File: src/sv/pcl_pkg.sv
// Package for the polygon plane clipper: constants, vertex and job types,
// and the back-end state encoding. No dependencies.
package pcl_pkg;

   localparam int MaxVerts = 40;
   localparam int PosW     = 7;
   localparam int CoordW   = 32;

   typedef logic signed [CoordW-1:0] coord_type;
   // Element 0 is depth, 1 offset, 2 world x, 3 world y.
   typedef coord_type [3:0] vert_type;

   typedef struct packed {
      vert_type   va;     // previous vertex
      vert_type   vb;     // current vertex
      vert_type   vc;     // first vertex of the polygon
      logic [1:0] kind;
      coord_type  plane;
      logic       do_e1;  // edge previous -> current
      logic       do_e2;  // closing edge current -> first
      logic       last;
   } job_type;

   typedef enum logic [3:0] {
      B_IDLE,
      B_SIDE,
      B_PLAN,
      B_SLOT,
      B_NORM,
      B_DIV,
      B_MUL,
      B_ADD,
      B_EMIT,
      B_END
   } back_state_type;

endpackage

File: src/sv/pcl_queue.sv
// Two-entry job queue between the clipper front end and back end.
// Depends on pcl_pkg for the job type.
module pcl_queue
   import pcl_pkg::*;
(
   input  logic    clock,
   input  logic    reset,
   input  logic    push,
   input  job_type push_job,
   input  logic    pop,
   output job_type head_job,
   output logic    full,
   output logic    empty
);

   job_type    mem_ff [2];
   logic       wr_ptr_ff;
   logic       rd_ptr_ff;
   logic [1:0] count_ff;

   assign full     = (count_ff == 2'd2);
   assign empty    = (count_ff == 2'd0);
   assign head_job = mem_ff[rd_ptr_ff];

   always_ff @(posedge clock) begin
      if (push) begin
         mem_ff[wr_ptr_ff] <= push_job;
      end
   end

   always_ff @(posedge clock) begin
      if (reset) begin
         wr_ptr_ff <= 1'b0;
         rd_ptr_ff <= 1'b0;
         count_ff  <= 2'd0;
      end else begin
         if (push) begin
            wr_ptr_ff <= ~wr_ptr_ff;
         end
         if (pop) begin
            rd_ptr_ff <= ~rd_ptr_ff;
         end
         unique case ({push, pop})
            2'b10:   count_ff <= count_ff + 2'd1;
            2'b01:   count_ff <= count_ff - 2'd1;
            default: count_ff <= count_ff;
         endcase
      end
   end

endmodule

File: config.mk
export PLATFORM = sky130hd
export DESIGN_NAME = pcl_queue
export DESIGN_NICKNAME = d
export VERILOG_FILES = /design/src/sv/pcl_pkg.sv /design/src/sv/pcl_queue.sv
export SDC_FILE = /design/constraint.sdc
export NUM_CORES = 1
export LEC_CHECK = 0
export BUFFER_PORTS_ARGS = -buffer_cell sky130_fd_sc_hd__buf_4
export CAP_MARGIN = 20
export CORE_AREA = 2 2 327 329
export DETAILED_ROUTE_END_ITERATION = 12
export DIE_AREA = 0 0 329 331
export PLACE_DENSITY = 0.61
export SETUP_SLACK_MARGIN = 0.2
export SYNTH_ARGS = -nofsm -noshare
export SYNTH_HDL_FRONTEND = slang
export SYNTH_SLANG_ARGS = --single-unit
File: constraint.sdc
create_clock -name clock -period 27.8 [get_ports clock]
set_clock_uncertainty 0.05 [all_clocks]
set_input_delay 5.56 -clock clock [delete_from_list [all_inputs] [get_ports clock]]
set_output_delay 5.56 -clock clock [all_outputs]
set_load 0.005 [all_outputs]
==> results.txt <==
- Detailed routing inserted a total of 15,900 vias.
- Dividing the detail-routed via count by the number of cells gives 4.29.
- The floorplan step defined a die boundary enclosing 109,000 um2.
- The worst path in the final design needs a cycle of 11.30 ns, including I/O delays and setup.
- For this run, the number of Yosys warnings is 0.
- Count of placed standard cells in the final layout, fillers left out: 3,702
* Final design utilization: 40.8%
- Nets: 2,669
- Source-to-sink clock delay at the later pin of the worst-skew pair: 0.65 ns
- Chip width: 329 um
* Height of the chip: 331 um
- Final Max Slew Viols: 0
* Fillers: 9,355
* Fin crit share: 40.6%
- Setup TNS: 0 ns
- TritonCTS built the clock tree.
- For this configuration, the core starts out at a cell density of 31.0%.
* Nets in the synthesized netlist: 1,758
* Cell Area, Synth: 32,500 um2
- Count of maximum capacitance violations: 0
- Along the worst path, the maximum fanout reaches 65.
- The worst setup path is launched from a flop.
- The synthesized design contains 847 register bits.
- At the pin with the least slew margin, the transition time is 1.08 ns.
- At the worst endpoint, the arrival time is 5.69 ns.
- Detailed Route Iter0 Violations: 935
* Wire length of the first global-routing pass: 109,000 um
- For this design the top-level I/O count stands at 848.
* Leakage power: 0.0166 uW
- Worst min-delay path category: flop to flop
* TritonCTS Buffers: 91
- Clock transition time at the flip-flop clock pins of the worst setup and hold paths: 0.06 ns
* Clk sink count: 847
* Weighted congestion reported at the end of routability-driven placement: 0.827
- Setup repair after global routing left no endpoint under its margin.
- In this run the cell area measured after placement is 40,000 um2.
* PD cells: 71.2 nW/um2
- Maximum number of pins on one net before global-route repair: 142
- For the worst setup path, the data required time is 22.19 ns.
- Leading cell types in the layout, fill and taps excluded: buf_4 (864), edfxtp_1 (842), mux2_4 (390), clkbuf_16 (92), mux2_2 (31)
* Setup slack of the most critical reg-to-reg path: 22.91 ns
- Core outline area: 105,000 um2
- In the final layout, the share of cells above drive strength 1 is 61.1%.
* Root Driver: clkbuf_16
- Unique masters post-synth: 18
- The number of setup buffers added after CTS is 0.
- Global-route usage over all layers: 13.6%
- Design Area, Final: 42,800 um2
- The count of nets left with antenna violations once routing finished came out at 0.
* DRC: 0
- Post-Synthesis Cells: 1,332
* Post-detailed-route wirelength per cell: 21.2 um
- The design draws 3050 uW.
- After clock tree synthesis, the flow added hold-fix buffers numbering 0.
- Averaged over all synthesized cells, the footprint is 24.4 um2.
- # H-tree levels: 3
- For this run, the register share of the synthesized area comes to 78.0%.
- P&R area growth vs syn: 31.6%
* Total length of routed wires: 78,600 um
- Post-cts gate resize count: 0
* Peak VDD IR: 0.0000533 V
- Commonest non-fill, non-tap cell in the layout: buf_4
- Detailed placement HPWL: 56,900 um
- The number of global-route vias before repair was 16,972.
- Setup crit end kind: output port
* Relative max-transition margin: 27.8%
- Setup violation total in the final timing report: 0
- Standard-cell row count: 119
- Fmax: 88.5 MHz
- Grt ovf: 0
- Worst setup path category: flop to output port
- Total of buffers placed on input and output ports: 847
- Before antenna repair, the detailed router went through 4 iterations.
- The number of antenna violations at the first check in global routing is 4.
- Status: finished clean
- The final number of hold-violating endpoints was 0.
- Dpl cells: 3,541
- Counting along the longest clock path gives a buffer depth of 3.
cells in the mapped netlist:
cell	n	area, um2
edfxtp_1	842	25300
mux2_4	390	5860
buf_12	33	661
mux2_2	31	349
buf_8	10	150
nor2_1	6	22.5
dfxtp_1	5	100
buf_2	3	15.0
xnor2_1	3	26.3
a21oi_1	1	5.00
and2_1	1	6.26
and2b_1	1	7.51
buf_6	1	11.3
ha_1	1	12.5
inv_1	1	3.75
o21ai_0	1	5.00
or3_1	1	6.26
xor2_1	1	8.76
worst max-delay path, cell delays in order, from the launching register on:
cell,delay [ns]
dfxtp_4,1.05
buf_4,0.72
buf_4,0.88
buf_4,0.73
buf_4,0.91
mux2_4,0.37
buf_4,0.14
final timing paths:
kind | depth (start not counted) | to | start
setup / recovery | 6 | head_job[86] | flop
hold / removal | 2 | flop | rd_ptr_ff
setup reg to reg | 5 | mem_ff[0][178] | wr_ptr_ff
hold reg to reg | 2 | flop | rd_ptr_ff
logic make-up after synthesis:
group | count (synthesis) | synth area share [%]
buf+inv | 48 | 2.58
compound gates | 2 | 0.0307
fa+ha+maj | 1 | 0.0385
mux | 421 | 19.1
simple gates | 9 | 0.131
flops | 847 | 78.0
xor+xnor | 4 | 0.108
where the power goes:
part | leakage [uW] | switching, uW | internal [uW]
Combinational | 0.00725 | 162 | 225
Clock | 0.00137 | 482 | 659
Sequential | 0.00794 | 23.4 | 1490
Total | 0.0166 | 667 | 2380
sequential cells by signal (all words and copies together) (netlist names), named ones only:
| signal | count |
|---|---|
| mem_ff | 842 |
| count_ff | 2 |
| rd_ptr_ff | 1 |
| wr_ptr_ff | 1 |
per-layer routing:
metal  part of all wire, %  vias up  track usage (%)
li1                      -     7145                -
met1                    34     8036             14.0
met2                    53      585             24.8
met3                   9.0      130             5.40
met4                   3.0        4             5.42
met5                 0.038        -                0
through the flow:
step / setup WS [ns] / hold slack [ns]
finish: 16.50 / 0.467
detailed placement: 17.15 / 0.447
global route: 16.18 / 0.504
global placement: 17.27 / 0.427
CTS: 16.39 / 0.467
floorplan: 3.29 / 0.412
area by class of cell:
type | count | area, um2 | area share [%]
multi-input combinational | 437 | 6310 | 14.8
tap | 1391 | 1740 | 4.07
antenna | 2 | 5.00 | 0.0117
inverter | 1 | 3.75 | 0.00877
clock buffer | 111 | 2390 | 5.59
sequential | 847 | 25400 | 59.3
clock inverter | 48 | 447 | 1.04
timing repair buffer | 865 | 6510 | 15.2
Note: power is estimated with default switching activity, not from simulation.
