--- config.mk ---
export PLATFORM = sky130hd
export DESIGN_NAME = pcl_front
export DESIGN_NICKNAME = d
export VERILOG_FILES = /design/src/sv/pcl_pkg.sv /design/src/sv/pcl_front.sv
export SDC_FILE = /design/constraint.sdc
export NUM_CORES = 1
export LEC_CHECK = 0
export BUFFER_PORTS_ARGS = -buffer_cell sky130_fd_sc_hd__clkbuf_2
export CORE_AREA = 2 2 228 230
export CTS_CLUSTER_SIZE = 20
export DETAILED_ROUTE_END_ITERATION = 6
export DIE_AREA = 0 0 230 232
export PLACE_DENSITY_LB_ADDON = 0.1
export REMOVE_ABC_BUFFERS = 1
export SKIP_CTS_REPAIR_TIMING = 1
export SLEW_MARGIN = 20
export SYNTH_ARGS = -nofsm -noshare
export SYNTH_HDL_FRONTEND = slang
export SYNTH_SLANG_ARGS = --single-unit
--- constraint.sdc ---
create_clock -name clock -period 8.23 [get_ports clock]
set_input_delay 1.646 -clock clock [delete_from_list [all_inputs] [get_ports clock]]
set_output_delay 1.646 -clock clock [all_outputs]
set_load 0.05 [all_outputs]
--- src/sv/pcl_pkg.sv ---
// Package for the polygon plane clipper: constants, vertex and job types,
// and the back-end state encoding. No dependencies.
package pcl_pkg;

   localparam int MaxVerts = 40;
   localparam int PosW     = 7;
   localparam int CoordW   = 32;

   typedef logic signed [CoordW-1:0] coord_type;
   // Element 0 is depth, 1 offset, 2 world x, 3 world y.
   typedef coord_type [3:0] vert_type;

   typedef struct packed {
      vert_type   va;     // previous vertex
      vert_type   vb;     // current vertex
      vert_type   vc;     // first vertex of the polygon
      logic [1:0] kind;
      coord_type  plane;
      logic       do_e1;  // edge previous -> current
      logic       do_e2;  // closing edge current -> first
      logic       last;
   } job_type;

   typedef enum logic [3:0] {
      B_IDLE,
      B_SIDE,
      B_PLAN,
      B_SLOT,
      B_NORM,
      B_DIV,
      B_MUL,
      B_ADD,
      B_EMIT,
      B_END
   } back_state_type;

endpackage

--- src/sv/pcl_front.sv ---
// Clipper front end: accepts vertex transactions, tracks the polygon position,
// keeps the first and previous vertex and queues one job per vertex.
// Depends on pcl_pkg.
module pcl_front
   import pcl_pkg::*;
(
   input  logic        clock,
   input  logic        reset,
   input  logic        req_valid,
   output logic        req_ready,
   input  coord_type   req_vert_depth,
   input  coord_type   req_vert_offset,
   input  coord_type   req_vert_world_x,
   input  coord_type   req_vert_world_y,
   input  logic [1:0]  req_plane_kind,
   input  coord_type   req_plane_value,
   input  logic [5:0]  req_vertex_count,
   input  logic        q_full,
   output logic        push,
   output job_type     push_job
);

   vert_type   first_ff;
   vert_type   prev_ff;
   logic [5:0] pos_ff;

   vert_type   cur;
   logic [5:0] neff;
   logic       last;
   logic       big;
   logic       started;

   assign req_ready = ~q_full;
   assign push      = req_valid & ~q_full;

   always_comb begin
      cur     = {req_vert_world_y, req_vert_world_x, req_vert_offset, req_vert_depth};
      neff    = (req_vertex_count == 6'd0) ? 6'd1 : req_vertex_count;
      last    = ({1'b0, pos_ff} + 7'd1) >= {1'b0, neff};
      big     = req_vertex_count >= 6'd3;
      started = pos_ff != 6'd0;

      push_job       = '0;
      push_job.va    = prev_ff;
      push_job.vb    = cur;
      push_job.vc    = first_ff;
      push_job.kind  = req_plane_kind;
      push_job.plane = req_plane_value;
      push_job.do_e1 = started & big;
      push_job.do_e2 = started & big & last;
      push_job.last  = last;
   end

   always_ff @(posedge clock) begin
      if (push) begin
         prev_ff <= cur;
         if (!started) begin
            first_ff <= cur;
         end
      end
   end

   always_ff @(posedge clock) begin
      if (reset) begin
         pos_ff <= 6'd0;
      end else if (push) begin
         pos_ff <= last ? 6'd0 : pos_ff + 6'd1;
      end
   end

endmodule

==> results.yml, run 1 <==
finish:
  layout_common_cells: "clkbuf_2, edfxtp_1, clkbuf_16, clkinv_1, nand2_1"
  area_delta_synth_final_pct: 33.68
  final_nets: 1073
  final_common_cell: "clkbuf_2"
  fill_cells: 5343
  post-route-util_pct: 24.92
  layout-drive-gt1-share_pct: 62.69
  final_cells: 1594
  diodes: 0
min_path:
  worstHoldStart: "pos_ff[1]"
  min_path_type: "reg2reg"
sta:
  fmax_mhz: 181.4
  setup_viol: 0
  hold_viol_final: 0
  setup_tns_ns: 0
  rsz0062_at_grt: "false"
  post-route-min-period_ns: 5.512
  worstMarginPinSlew_ns: 0.9568
  max-slew-margin-rel_pct: 36.21
  finalMaxSlewViolations: 0
  fin_skew_ns: 0.006024
  post-route-period-util_pct: 66.98
detailed_routing:
  wl_um: 29120
  firstDrtPassIters: 4
  drt_iter0_drc: 244
  viasPerCell: 3.428
  vias: 5464
  drc: 0
  wl_per_cell_um: 18.27
  antenna_left: 0
die:
  initial_core_util_pct: 18.64
  rows: 83
  die_w_um: 230
  dieArea_sq_mm: 0.05336
  coreArea_sq_mm: 0.05089
  die_h_um: 232
  io_pins: 595
worst_setup_path:
  crit_buf_inv: 2
  ff2ff_path_depth: 8
  worstPathMaxFanout: 11
  crit_start: "req_vertex_count[2]"
  rrSetupSlack_ns: 5.51
  r2r-end: "pos_ff[4]"
  arrival_ns: 3.87
  crit_slowest_cell: "a211oi_2"
  cp-start-kind: "input pin"
  reg2reg_from: "pos_ff[2]"
  path_delay_family: "compound AO/OA/AOI/OAI gates"
  crit_end: "push_job[1]"
  slowest_delay_ns: 0.76
  crit_type: "in2out"
  worstPathCellList: "clkbuf_2 > nor4_1 > a21o_1 > ha_1 > nor2b_1 > o21ai_1 > a211oi_2 > nor2b_1 > clkbuf_2"
  worstSetupEndpointType: "output pin"
  cp.required_ns: 6.58
  crit_cells: 9
grt:
  grt_use_total_pct: 10.16
  grt_max_degree: 63
  grt_pass1_wl_um: 39100
  gr-total-overflow: 0
  grt_pass1_vias: 5158
  antenna_found_initial: 1
synthesis:
  ys_seq_area_share_pct: 82.31
  synth_compound_area_share_pct: 0.8838
  netlist_instances: 496
  avgSynthCellArea_sq_um: 19.12
  ys_types: 26
  synth_xor_area_share_pct: 0.3693
  syn-cell-area_sq_mm: 0.009485
  synth_top_family_by_area: "buffers and inverters"
  ys_ff_latch: 262
  synth_simple_gate_area_share_pct: 1.794
  ys_warn_count: 0
  synth.mux.area_fraction_pct: 0
  synth_fa_ha_area_share_pct: 1.055
placement:
  dp.cells: 1540
  numPortBuffers: 526
  place_congestion: 0.7047
  post-dp-hpwl_um: 22090
flow_run:
  max-cap-violations: 0
cts:
  htreeDepth: 1
  clk_pin_slew_ns: 0.06
  clkLatencyLatePin_ns: 0.57
  cts_sinks: 262
  cts_tree: "done"
  cts_made_buffers: 31
  clock_path_buffers: 3
  root_buffer: "clkbuf_16"
run_status:
  status: "completed"
pwr:
  ir_drop_uv: 138.5
  power_mw: 3.418
  power.density_mw_per_mm2: 269.6
  p_leak_nw: 5.309
[layer usage]
metal / up-vias / global-route usage, % / wire length, um
met5: - / 2.022 / 149
met2: 316 / 17.15 / 14460
met3: 52 / 4.482 / 3116
li1: 2465 / - / -
met1: 2629 / 11.44 / 10660
met4: 2 / 2.984 / 735
[stage by stage]
| stage | hold WS [ns] | cell area (sq um) | worst slack (ns) |
|---|---|---|---|
| final | 0.5021 | 12680 | 2.718 |
| after global routing | 0.5353 | 12680 | 2.552 |
| after CTS | 0.5043 | 12680 | 2.660 |
| after detailed placement | 0.4981 | 11760 | 2.671 |
| after global placement | 0.5008 | 11760 | 2.691 |
| after floorplan | 0.4630 | 8234 | 0.8597 |
[report_power, final]
group / switching [mW] / internal, mW / total [mW]
Clock: 0.527 / 0.738 / 1.27
Sequential: 0.0173 / 1.55 / 1.57
Combinational: 0.489 / 0.0935 / 0.583
[registers in the layout (all words and copies together), names as in the netlist]
name      cells
pos_ff        6
push_job    256
[area by class of cell]
cell class	count	area, sq um	area share, %
clock buffer	35	790.8	6.236
clock inverter	19	131.4	1.036
inverter	10	42.54	0.3355
multi-input combinational	58	394.1	3.108
sequential	262	7807	61.57
tap	680	850.8	6.710
timing repair buffer	530	2663	21.00
[how the worst min path moves through the flow]
stage                     end  cells past startpoint
floorplan           pos_ff[5]                      2
global placement    pos_ff[1]                      2
detailed placement  pos_ff[1]                      2
CTS                 pos_ff[1]                      2
global route        pos_ff[1]                      2
finish              pos_ff[1]                      2
[kinds of logic after synthesis]
family	after synthesis
and+or+nand+nor	33
adders and majority gates	8
DFF	262
xor gates and xnor gates	4
AOI/OAI and AO/OA	13
buffers and inverters	176
[cells in the mapped netlist]
library cell | n | share of area [%]
a22oi_1 | 1 | 0.079
a211oi_2 | 1 | 0.13
clkbuf_2 | 1 | 0.053
nor2_1 | 6 | 0.24
nor4_1 | 2 | 0.13
a21oi_1 | 5 | 0.26
nand3_1 | 6 | 0.32
o21ai_1 | 1 | 0.053
nor2b_1 | 3 | 0.20
nand3_2 | 2 | 0.21
xnor2_1 | 2 | 0.18
xor2_1 | 2 | 0.18
edfxtp_1 | 256 | 81
nand3b_1 | 1 | 0.079
a31oi_1 | 3 | 0.20
buf_6 | 2 | 0.24
o21bai_1 | 1 | 0.079
nand4b_1 | 1 | 0.092
dfxtp_1 | 6 | 1.3
buf_4 | 163 | 13
ha_1 | 8 | 1.1
inv_1 | 7 | 0.28
a21o_1 | 1 | 0.079
inv_2 | 3 | 0.12
and3_1 | 2 | 0.13
nand2_1 | 10 | 0.40
[tightest hold or removal path: cells and delay by family (launching register included)]
family	cells	cell delay [ns]
AO/OA/AOI/OAI	1	0.05
flip-flops	1	0.34
AND/OR/NAND/NOR	1	0.07
No activity file was read; power rests on OpenSTA's default activity.
==> inputs of run 2 (changes only) <==
==> constraint.sdc (replaced) <==
create_clock -name clock -period 5.2 [get_ports clock]
set_input_delay 1.04 -clock clock [delete_from_list [all_inputs] [get_ports clock]]
set_output_delay 1.04 -clock clock [all_outputs]
set_load 0.05 [all_outputs]
==> run 2 against run 1 <==
Via count shrank 1.4%. Worst setup slack lost 1.4 ns. Count of clock-buffer cells in the layout grew 4. Combinational power grew 58%. Highest routed layer unchanged. Hold slack gained 0.0085 ns. Clock power grew 51%. Utilization shrank 0.059 points. Die area is the same. Routed wire length grew 0.87%.
==> results.yml, run 2 (synthesized netlist as in run 1, its figures left out) <==
cts:
  root_buffer: "clkbuf_16"
  cts_made_buffers: 31
  clkLatencyLatePin_ns: 0.58
  clk_pin_slew_ns: 0.06
  htreeDepth: 1
  cts_tree: "done"
  clock_path_buffers: 3
  cts_sinks: 262
pwr:
  p_leak_nw: 5.287
  clockPowerShare_pct: 36.0
  ir_drop_uv: 231.9
  p_sw_share_pct: 30.81
  power_mw: 5.327
  p_sw_mw: 1.641
  power.density_mw_per_mm2: 421.1
  p_seq_share_pct: 46.6
  comb_power_share_pct: 17.3
  p_int_mw: 3.686
detailed_routing:
  wl_um: 29370
  wl_per_cell_um: 18.45
  drt_iter0_drc: 275
  viasPerCell: 3.386
  vias: 5390
  antenna_left: 0
  drc: 0
  firstDrtPassIters: 4
sta:
  finalMaxSlewViolations: 0
  fin_hold_ws_ns: 0.5106
  setup_tns_ns: 0
  worst_slack_ns: 1.345
  fmax_mhz: 259.4
  worstMarginPinSlew_ns: 0.9241
  fin_skew_ns: 0.01447
  max-slew-margin-rel_pct: 38.40
  setup_viol: 0
  rsz0062_at_grt: "false"
  hold_viol_final: 0
  post-route-period-util_pct: 74.13
  post-route-min-period_ns: 3.855
worst_setup_path:
  arrival_ns: 2.81
  worstSetupEndpointType: "output pin"
  path_delay_family: "compound AO/OA/AOI/OAI gates"
  cp.required_ns: 4.16
  slowest_delay_ns: 0.39
  crit_buf_inv: 2
  worstPathCellList: "clkbuf_2 > nor4_1 > a21o_1 > ha_1 > nor2b_1 > o21ai_1 > a211oi_2 > nor2b_1 > clkbuf_2"
  cp-start-kind: "input pin"
  crit_type: "in2out"
  worstPathMaxFanout: 3
  crit_slowest_cell: "nor4_1"
die:
  dieArea_sq_mm: 0.05336
  initial_core_util_pct: 18.64
  die_h_um: 232
  rows: 83
  coreArea_sq_mm: 0.05089
  die_w_um: 230
  io_pins: 595
grt:
  grt_max_degree: 70
  antenna_found_initial: 0
  gr-total-overflow: 0
  grt_pass1_vias: 5112
  grt_pass1_wl_um: 39390
  grt_use_total_pct: 10.31
placement:
  dp.cells: 1541
  numPortBuffers: 526
  dpl-instance-area_sq_mm: 0.01178
  place_ws_ns: 1.258
  post-dp-hpwl_um: 22130
  place_congestion: 0.7064
finish:
  diodes: 0
  post-route-util_pct: 24.86
  final_area_sq_mm: 0.01265
  final_nets: 1074
  layout-drive-gt1-share_pct: 62.72
  area_delta_synth_final_pct: 33.36
  layout_common_cells: "clkbuf_2, edfxtp_1, clkbuf_16, nand2_1, clkinv_1"
  final_common_cell: "clkbuf_2"
  largest_register_ffs: 256
  final_cells: 1592
flow_run:
  max-cap-violations: 0
run_status:
  status: "completed"
min_path:
  min_path_type: "reg2reg"
run 2: changes by cell type in the layout (fill, tap and decap cells not counted), sizes merged:
cell      change
clkinv        -6
clkbuf        +4
bufinv        -2
buf           +1
clkinvlp      +1
run 2: final timing paths:
| check | startpoint | endpoint | slack (ns) | depth (start not counted) |
|---|---|---|---|---|
| worst max register to register | pos_ff[2] | pos_ff[2] | 2.70 | 9 |
| worst max-delay path | req_vertex_count[2] | push_job[1] | 1.35 | 9 |
| worst min-delay path | pos_ff[1] | pos_ff[1] | 0.51 | 2 |
| worst min register to register | pos_ff[1] | pos_ff[1] | 0.51 | 2 |
run 2: power groups by stage:
stage	sequential, mW	clock [mW]	combinational, mW
after floorplan	2.94	0	0.0498
after global placement	2.53	0	0.950
after detailed placement	2.53	0	0.944
after CTS	2.49	2.01	0.944
after global routing	2.50	2.09	0.963
final	2.48	1.92	0.924
run 2: area by class of cell:
type                            instances  area (sq um)
Timing Repair Buffer                  531          2683
Inverter                               10         42.54
Sequential cell                       262          7807
Tap cell                              680         850.8
Multi-Input combinational cell         58         394.1
Clock buffer                           39         805.8
Fill cell                            5358         38240
Clock inverter                         12         66.31
run 2: worst reg2reg max path, stage by stage (launching register included):
cell and delay, ns:
dfxtp_1 0.49, nand3_2 0.17, nor2_1 0.16, xor2_1 0.26
ha_1 0.29, and3_1 0.18, a211oi_2 0.35, buf_4 0.24
nand4b_1 0.11, a31oi_1 0.20
run 2: per-layer routing:
layer  track usage, %  wire length, um
met1            11.51            11100
met2            17.24            14400
met3            4.912             3010
met4            3.024              711
met5            2.022              150
==> inputs of run 3 (changes only) <==
--- a/config.mk
+++ b/config.mk
@@ -5,11 +5,12 @@
 export SDC_FILE = /design/constraint.sdc
 export NUM_CORES = 1
 export LEC_CHECK = 0
+export ABC_AREA = 1
 export BUFFER_PORTS_ARGS = -buffer_cell sky130_fd_sc_hd__clkbuf_2
-export CORE_AREA = 2 2 228 230
+export CORE_AREA = 2 2 233 235
 export CTS_CLUSTER_SIZE = 20
 export DETAILED_ROUTE_END_ITERATION = 6
-export DIE_AREA = 0 0 230 232
+export DIE_AREA = 0 0 235 237
 export PLACE_DENSITY_LB_ADDON = 0.1
 export REMOVE_ABC_BUFFERS = 1
 export SKIP_CTS_REPAIR_TIMING = 1
==> constraint.sdc (replaced) <==
create_clock -name clock -period 3.3 [get_ports clock]
set_input_delay 0.66 -clock clock [delete_from_list [all_inputs] [get_ports clock]]
set_output_delay 0.66 -clock clock [all_outputs]
set_load 0.05 [all_outputs]
==> run 3 against run 2 <==
Routed wire length increased by 0.73%. Sequential share of layout area shrank 0.87 points. Clock skew rose by 0.0064 ns.
==> results.yml, run 3 <==
run_status:
  status: "completed"
synthesis:
  yosysTopAreaCell: "edfxtp_1"
  ys_seq_area_share_pct: 82.14
  netlist_instances: 503
  ys.flop_type: "edfxtp_1"
  synth.area.top_cells: "edfxtp_1, buf_4, dfxtp_1"
  synth_top_area_share_pct: 80.87
  ys_warn_count: 0
  synth_common_cells: "edfxtp_1, buf_4, inv_1"
  syn-cell-area_sq_mm: 0.009505
  avgSynthCellArea_sq_um: 18.90
  ys_ff_latch: 262
  synthArstFlopShare_pct: 0
  synth_most_common_cell: "edfxtp_1"
  synth_edf_count: 256
  ys_types: 24
pwr:
  p_int_mw: 5.910
  power.density_mw_per_mm2: 663.9
  clockPowerShare_pct: 36.7
  power_mw: 8.529
  p_seq_share_pct: 45.9
  p_leak_nw: 5.360
  p_sw_mw: 2.619
  p_sw_share_pct: 30.71
  comb_power_share_pct: 17.4
  ir_drop_uv: 375.5
detailed_routing:
  antenna_left: 0
  drt_iter0_drc: 151
  vias: 5426
  firstDrtPassIters: 4
  wl_um: 29590
  drc: 0
  viasPerCell: 3.341
  wl_per_cell_um: 18.22
finish:
  multi_input_area_sq_um: 429.2
  final_nets: 1084
  fill_cells: 5643
  area_delta_synth_final_pct: 35.15
  final_common_cell: "clkbuf_2"
  register_area_sq_mm: 0.007818
  final_area_sq_mm: 0.01285
  layout_common_cells: "clkbuf_2, edfxtp_1, clkbuf_16, inv_1, nand2_1"
  largest_register_ffs: 256
  layout-drive-gt1-share_pct: 64.08
sta:
  fin_hold_ws_ns: 0.2553
  worst_slack_ns: 0.2024
  hold_viol_final: 0
  post-route-period-util_pct: 93.87
  finalMaxSlewViolations: 0
  setup_viol: 0
  worstMarginPinSlew_ns: 0.5424
  post-route-min-period_ns: 3.098
  rsz0062_at_grt: "false"
  fin_skew_ns: 0.02084
  max-slew-margin-rel_pct: 63.84
  fmax_mhz: 322.8
grt:
  antenna_found_initial: 0
  grt_max_degree: 83
  gr-total-overflow: 0
  grt_pass1_wl_um: 39960
  grt_use_total_pct: 9.938
  grt_pass1_vias: 5208
worst_setup_path:
  crit_type: "reg2out"
  ff2ff_path_depth: 11
  cp.required_ns: 2.64
  cp-start-kind: "flip-flop"
  arrival_ns: 2.44
  worstPathMaxFanout: 7
  worstSetupEndpointType: "output pin"
cts:
  cts_tree: "done"
  clock_path_buffers: 3
  htreeDepth: 1
  cts_sinks: 262
  clk_pin_slew_ns: 0.06
  cts_made_buffers: 31
  root_buffer: "clkbuf_16"
  clkLatencyLatePin_ns: 0.57
die:
  initial_core_util_pct: 17.84
  rows: 85
  dieArea_sq_mm: 0.05570
  coreArea_sq_mm: 0.05328
  die_w_um: 235
  die_h_um: 237
  io_pins: 595
min_path:
  min_path_cells: 2
  min_path_type: "in2reg"
placement:
  place_congestion: 0.6917
  numPortBuffers: 526
  place_ws_ns: 0.5031
  post-dp-hpwl_um: 22540
  dpl-instance-area_sq_mm: 0.01187
flow_run:
  max-cap-violations: 0
run 3: path summary, 6_finish.rpt:
path | start | end | slack (ns)
max | pos_ff[0] | push_job[1] | 0.20
min | reset | pos_ff[0] | 0.26
max reg2reg | pos_ff[0] | pos_ff[5] | 1.23
min reg2reg | pos_ff[0] | pos_ff[0] | 0.52
run 3: logic make-up (layout without fill, tap and decap cells):
logic type / count (synthesis) / in the layout / share of synthesized area [%]
AND/OR/NAND/NOR: 33 / 33 / 2.001
AO/OA/AOI/OAI: 15 / 15 / 0.8951
flip-flops: 262 / 262 / 82.14
XOR/XNOR: 3 / 3 / 0.2765
adder cells (fa/ha/maj): 8 / 8 / 1.053
buffers and inverters: 182 / 606 / 13.64
other: 0 / 1 / 0
run 3: critical path: stages, from the launching register on:
cell      delay, ns
dfxtp_4        0.38
ha_1           0.19
nand3_1        0.15
xor2_2         0.19
ha_1           0.31
nand3_1        0.07
nand2_1        0.08
nor2_4         0.19
a21oi_2        0.08
clkbuf_4       0.21
run 3: stage by stage:
| step | std cells | setup TNS (ns) | utilization (%) |
|---|---|---|---|
| finish | 1624 | 0 | 24.11 |
| global route | 1623 | 0 | 24.10 |
| CTS | 1621 | -0.1330 | 24.01 |
| detailed placement | 1565 | 0 | 22.28 |
| global placement | 1565 | 0 | 22.28 |
| floorplan | 339 | -617.24 | - |
run 3: power groups by stage:
| stage | Sequential [mW] | Clock, mW | Combinational, mW |
|---|---|---|---|
| 2_1_floorplan | 4.61 | 0 | 0.120 |
| 3_3_place_gp | 3.98 | 0 | 1.52 |
| 3_5_place_dp | 3.98 | 0 | 1.51 |
| 4_1_cts | 3.91 | 3.29 | 1.51 |
| 5_1_grt | 3.93 | 3.41 | 1.55 |
| 6_report | 3.91 | 3.13 | 1.49 |
run 3: final cells by class:
cell class,count,share of cell area (%)
Antenna cell,1,0.01948
Clock buffer,38,6.243
Clock inverter,18,0.9253
Inverter,18,0.5649
Multi-Input combinational cell,59,3.341
Sequential cell,262,60.86
Tap cell,696,6.779
Timing Repair Buffer,532,21.27
run 3: metal layers:
layer / GRT usage (%) / part of all wire (%) / vias up
li1: - / - / 2491
met1: 11.71 / 39 / 2615
met2: 16.34 / 49 / 280
met5: 1.818 / 0.49 / -
met4: 2.934 / 1.9 / 2
met3: 4.127 / 9.3 / 38
